[src/sv/slcb_pkg.sv]
// shared constants, tables and types for the soft light color blend pipeline
`default_nettype none

package slcb_pkg;

    // fraction bits of the fixed point channel values
    localparam int FRAC_BITS = 16;

    localparam int PIX_W     = 8;
    localparam int OP_W      = 9;
    localparam int OP_FULL   = 256;
    localparam int OPW_W     = 16;                 // width of 255 * opacity
    localparam int CFG_IDX_W = 4;
    localparam int CFG_DAT_W = OP_W;

    localparam int X_W  = FRAC_BITS + 1;           // x and sqrt(x), 0 .. 1.0
    localparam int F_W  = X_W + 2;                 // signed soft light term
    localparam int M_W  = F_W - 1 + PIX_W;         // |k| * |f|
    localparam int RCP_SHIFT = 24;                 // m / 255 ~ (m * 0x10101) >> 24
    localparam int Q_W  = M_W - 7;                 // quotient of m / 255
    localparam int C_W  = Q_W + 2;                 // signed blended value
    localparam int P_W  = C_W + OPW_W + 1;         // c * 255 * op
    localparam int N_W  = P_W + 1;                 // mixed numerator
    localparam int OUT_SHIFT = FRAC_BITS + 8;

    localparam int STAGES = 7;

    typedef enum logic [CFG_IDX_W-1:0] {
        REG_TINT_BLUE  = 4'd0,
        REG_TINT_GREEN = 4'd1,
        REG_TINT_RED   = 4'd2,
        REG_OPACITY    = 4'd3
    } cfg_reg_t;

    typedef logic [255:0][X_W-1:0] chan_tab_t;

    // opacity derived terms; the user must keep them static while pixels flow, the block does not enforce it
    typedef struct packed {
        logic [OPW_W-1:0] op_w;    // 255 * op
        logic [OP_W-1:0]  op_inv;  // 256 - op
    } blend_cfg_t;

    // stage advance enables and the mask flag of the item entering the last stage
    typedef struct packed {
        logic [STAGES-1:0] adv;
        logic              mask_s6;
    } pipe_ctrl_t;

    function automatic longint unsigned isqrt64(longint unsigned v);
        longint unsigned rem;
        longint unsigned res;
        longint unsigned bitv;
        rem  = v;
        res  = 0;
        bitv = 64'd1 << 62;
        while (bitv > rem)
            bitv = bitv >> 2;
        while (bitv != 0) begin
            if (rem >= res + bitv) begin
                rem = rem - (res + bitv);
                res = (res >> 1) + bitv;
            end else begin
                res = res >> 1;
            end
            bitv = bitv >> 2;
        end
        return res;
    endfunction

    // x = round(p * 2^FRAC / 255)
    function automatic chan_tab_t build_x_tab();
        chan_tab_t       t;
        longint unsigned v;
        for (int i = 0; i < 256; i++) begin
            v    = ((longint'(i) << FRAC_BITS) + 127) / 255;
            t[i] = v[X_W-1:0];
        end
        return t;
    endfunction

    // floor(sqrt(p / 255) * 2^FRAC)
    function automatic chan_tab_t build_sqrt_tab();
        chan_tab_t       t;
        longint unsigned v;
        for (int i = 0; i < 256; i++) begin
            v    = isqrt64((longint'(i) << (2 * FRAC_BITS)) / 255);
            t[i] = v[X_W-1:0];
        end
        return t;
    endfunction

    localparam chan_tab_t X_TAB    = build_x_tab();
    localparam chan_tab_t SQRT_TAB = build_sqrt_tab();

endpackage

`default_nettype wire

[src/sv/slcb_cfg_regs.sv]
// configuration registers: tint color and opacity
`default_nettype none

module slcb_cfg_regs
    import slcb_pkg::*;
(
    input  wire logic                 aclk,
    input  wire logic                 aresetn,
    input  wire logic                 cfg_valid,
    output logic                      cfg_ready,
    input  wire logic [CFG_IDX_W-1:0] cfg_index,
    input  wire logic [CFG_DAT_W-1:0] cfg_data,
    output logic      [PIX_W-1:0]     tint_blue,
    output logic      [PIX_W-1:0]     tint_green,
    output logic      [PIX_W-1:0]     tint_red,
    output blend_cfg_t                bcfg
);

    logic [PIX_W-1:0] tint_blue_reg, tint_blue_next;
    logic [PIX_W-1:0] tint_green_reg, tint_green_next;
    logic [PIX_W-1:0] tint_red_reg, tint_red_next;
    logic [OP_W-1:0]  opacity_reg, opacity_next;
    logic [OP_W-1:0]  op_clamped;
    logic [OP_W+PIX_W-1:0] op_x255;

    assign cfg_ready = 1'b1;

    always_comb begin
        tint_blue_next  = tint_blue_reg;
        tint_green_next = tint_green_reg;
        tint_red_next   = tint_red_reg;
        opacity_next    = opacity_reg;
        if (cfg_valid) begin
            case (cfg_reg_t'(cfg_index))
                REG_TINT_BLUE:  tint_blue_next  = cfg_data[PIX_W-1:0];
                REG_TINT_GREEN: tint_green_next = cfg_data[PIX_W-1:0];
                REG_TINT_RED:   tint_red_next   = cfg_data[PIX_W-1:0];
                REG_OPACITY:    opacity_next    = cfg_data[OP_W-1:0];
                default: ;
            endcase
        end
    end

    always_ff @(posedge aclk) begin
        if (!aresetn) begin
            tint_blue_reg  <= PIX_W'(51);
            tint_green_reg <= PIX_W'(51);
            tint_red_reg   <= PIX_W'(204);
            opacity_reg    <= OP_W'(205);
        end else begin
            tint_blue_reg  <= tint_blue_next;
            tint_green_reg <= tint_green_next;
            tint_red_reg   <= tint_red_next;
            opacity_reg    <= opacity_next;
        end
    end

    // opacity above full counts as full
    assign op_clamped = (opacity_reg > OP_W'(OP_FULL)) ? OP_W'(OP_FULL) : opacity_reg;
    assign op_x255    = {op_clamped, {PIX_W{1'b0}}} - (OP_W+PIX_W)'(op_clamped);

    assign tint_blue   = tint_blue_reg;
    assign tint_green  = tint_green_reg;
    assign tint_red    = tint_red_reg;
    assign bcfg.op_w   = op_x255[OPW_W-1:0];
    assign bcfg.op_inv = OP_W'(OP_FULL) - op_clamped;

endmodule

`default_nettype wire

[config.mk]
export PLATFORM = sky130hd
export DESIGN_NAME = slcb_cfg_regs
export DESIGN_NICKNAME = d
export VERILOG_FILES = /design/src/sv/slcb_pkg.sv /design/src/sv/slcb_cfg_regs.sv
export SDC_FILE = /design/constraint.sdc
export NUM_CORES = 1
export LEC_CHECK = 0
export ABC_CLOCK_PERIOD_IN_PS = 2090
export BUFFER_PORTS_ARGS = -buffer_cell sky130_fd_sc_hd__buf_4
export CORE_MARGIN = 3
export CORE_UTILIZATION = 29
export DETAILED_ROUTE_END_ITERATION = 8
export GPL_TIMING_DRIVEN = 0
export HOLD_SLACK_MARGIN = 0.15
export PLACE_DENSITY_LB_ADDON = 0.12
export SLEW_MARGIN = 10
export SYNTH_ARGS = -nofsm -noshare
export SYNTH_HDL_FRONTEND = slang
export SYNTH_SLANG_ARGS = --single-unit
[constraint.sdc]
create_clock -name aclk -period 2.09 [get_ports aclk]
set_clock_uncertainty 0.1 [all_clocks]
set_input_delay 0 -clock aclk [delete_from_list [all_inputs] [get_ports aclk]]
set_output_delay 0 -clock aclk [all_outputs]
set_load 0.05 [all_outputs]
==> flow_summary.json <==
{
  "gp_congestion": 0.787,
  "hold_viol": 0,
  "synth-seq-cells": 33,
  "synth_compound_area_share_pct": 8.96,
  "reg2regPathDepth": 3,
  "drc": 0,
  "fin_crit_ps": 2010,
  "synth-simple-area-share_pct": 25.5,
  "clockBufferDepth": 2,
  "numPortBuffers": 63,
  "netlist_area_um2": 1750,
  "synthDistinctLibCells": 41,
  "crit_path_start_kind": "register",
  "slew_violations": 0,
  "slew-limit-headroom_pct": 48.4,
  "timing.critical_path.max_delay_family": "simple AND/OR/NAND/NOR gates",
  "largest_reg_flops": 9,
  "num_vias": 1670,
  "clk-insertion-delay-late_ps": 270,
  "multi_input_area_um2": 1040,
  "fill_cells": 563,
  "initial_core_util_pct": 30.8,
  "synth_enable_flop_cells": 0,
  "first_global_vias": 1686,
  "r2r-start": "opacity_reg[8]",
  "diodes": 0,
  "crit_type": "reg -> out",
  "placed_area_um2": 2360,
  "crit_buf_inv": 1,
  "r2r-end": "opacity_reg[8]",
  "clkSinkCount": 33,
  "antenna_found_initial": 0,
  "reg2reg_slack_ps": 930,
  "muxShareOfSynthArea_pct": 16.7,
  "die_w_um": 83.6,
  "fin_cells": 360,
  "placed_cells": 334,
  "place_hpwl_um": 3510,
  "drtIter0Drc": 44,
  "critical_path_depth": 4,
  "min_path_cells": 2,
  "worst_ep_required_time_ps": 1990,
  "leakagePower_nw": 1.21,
  "die_h_um": 83.6,
  "outcome": "complete, no violations",
  "synth_nets": 216,
  "synthCells": 199,
  "drive_gt1_share_pct": 40.6,
  "hold_start": "tint_blue[6]",
  "yosysMostFrequentCell": "dfxtp_1",
  "post_drt_wl_per_cell_um": 13.8,
  "slowest_stage": "or4_4",
  "grt_max_degree": 11,
  "final_area_um2": 2730,
  "yosysSeqAreaShare_pct": 37.8,
  "coreArea_um2": 5680,
  "ant_nets": 0,
  "avgSynthCellArea_um2": 8.77,
  "cp_max_fo": 4,
  "grt_util_all_layers_pct": 14.4,
  "die_area_um2": 6990,
  "cts_max_level": 2,
  "synthFlopType": "dfxtp_1",
  "vias_per_cell": 4.64,
  "tightest_slew_ps": 768,
  "grt_pass1_wl_um": 8360,
  "register_area_um2": 671,
  "synthXorXnorAreaFrac_pct": 1.51,
  "end_kind": "output pin",
  "crit_arrival_ps": 1910,
  "grt_overflow": 0,
  "asyncSetResetFlopFracSynth_pct": 0,
  "cp_cell_sequence": "or4_4 -> o31a_1 -> xnor2_4 -> buf_6",
  "yosys_warnings": 0,
  "yosysTopAreaCell": "dfxtp_1",
  "finalSetupViolCount": 0,
  "clk_pin_slew_worst_paths_ps": 60,
  "nets": 306,
  "area_growth_pct": 56.6,
  "fin_ws_ps": 76.6,
  "dp_slack_ps": -321,
  "ir_drop_v": 0.000416,
  "synth_top_area_share_pct": 37.8,
  "synth_top_family_by_area": "simple AND/OR/NAND/NOR gates",
  "max_stage_delay_ps": 530,
  "finalCritPeriodShare_pct": 96.3,
  "crit_start": "opacity_reg[3]",
  "synthAdderAreaFrac_pct": 0.717,
  "synthTopCellsByCount": "dfxtp_1 (33), nand2_1 (31), mux2i_1 (28)",
  "cts_made_buffers": 5,
  "hp-class": "reg -> reg",
  "ys_top_cells_by_area": "dfxtp_1 (38%), mux2i_1 (16%), nor2b_1 (7.5%), nand2_1 (6.7%), buf_4 (3.9%)",
  "drt_wl_total_um": 4960,
  "row_count": 27,
  "drt_first_pass_iters": 4,
  "cts_root_buf": "clkbuf_8",
  "timing.fmax_mhz": 497,
  "ios": 66,
  "cts_tree": "done",
  "powerDensity_nw_per_um2": 483,
  "maxCapViolCount": 0,
  "whs_endpoint": "tint_blue[6]"
}
[per-layer routing]
metal | GRT usage [%] | share of wire (%) | vias up
li1 | - | - | 843
met3 | 4.15 | 6.7 | 4
met5 | 0 | 0 | -
met4 | 3.51 | 0.69 | 0
met2 | 25.2 | 50 | 53
met1 | 17.4 | 43 | 770
[cells in the final DEF (no fill, tap or decap), types with 2 or more instances in the layout]
master	n
and3_1	2
nor2_1	3
or3_1	2
nand2_1	29
o21ai_1	3
clkbuf_8	5
inv_1	3
buf_8	3
nand2b_1	6
mux2i_1	28
dfxtp_1	27
dfxtp_2	5
clkbuf_1	6
a21oi_1	12
buf_4	73
or4_4	2
buf_6	5
dlygate4sd3_1	15
buf_2	4
nor2b_1	21
[layout make-up]
| class | instances | share of cell area, % |
|---|---|---|
| multi-input cells | 139 | 38.1 |
| clock inverters | 1 | 0.183 |
| inverters | 4 | 0.549 |
| clock buffers | 5 | 2.52 |
| plain buffers | 18 | 3.75 |
| well taps | 72 | 3.30 |
| flip-flops and latches | 33 | 24.5 |
| repair buffers | 88 | 27.0 |
[logic make-up after synthesis]
logic type               after synthesis
AO/OA/AOI/OAI                         26
multiplexers                          29
adder cells (fa/ha/maj)                1
buffers and inverters                 27
flip-flops                            33
AND/OR/NAND/NOR                       79
XOR/XNOR                               3
other                                  1
[worst reg2reg max path, delay by kind of cell (launching register included)]
family        cells  cell delay (ps)
simple gates      1               90
mux               1              130
buf+inv           1              440
flops             1              330
[what timing repair did]
item | in CTS | in global routing
pin swaps | 7 | 6
hold buffers | 15 | 0
gates resized for setup | 27 | 10
setup endpoints to repair | 13 | 9
buffers inserted | 8 | 2
endpoints found under the hold margin | 33 | 0
[worst max path at each step]
stage | slack [ps] | end
3_5_place_dp | -320 | bcfg[23]
4_1_cts | -20 | bcfg[22]
3_3_place_gp | -340 | bcfg[23]
6_report | 80 | bcfg[7]
5_1_grt | -20 | bcfg[8]
2_1_floorplan | -280 | bcfg[13]
[through the flow]
step	hold WS, ps	power (mW)	util, %	setup TNS, ps
finish	363	1.32	48.2	0
global route	373	1.40	48.2	-20.8
CTS	365	1.34	48.0	-24.2
detailed placement	167	0.875	41.6	-657
global placement	165	0.875	41.6	-712
floorplan	38.8	0.800	-	-890
[where the power goes]
group / leakage (nW) / internal [mW] / total (mW) / switching (mW)
clock network: 0.0399 / 0.219 / 0.431 / 0.212
registers: 0.268 / 0.637 / 0.643 / 0.00678
logic: 0.907 / 0.103 / 0.247 / 0.143
total: 1.21 / 0.959 / 1.32 / 0.362
Note: power is estimated with default switching activity, not from simulation.
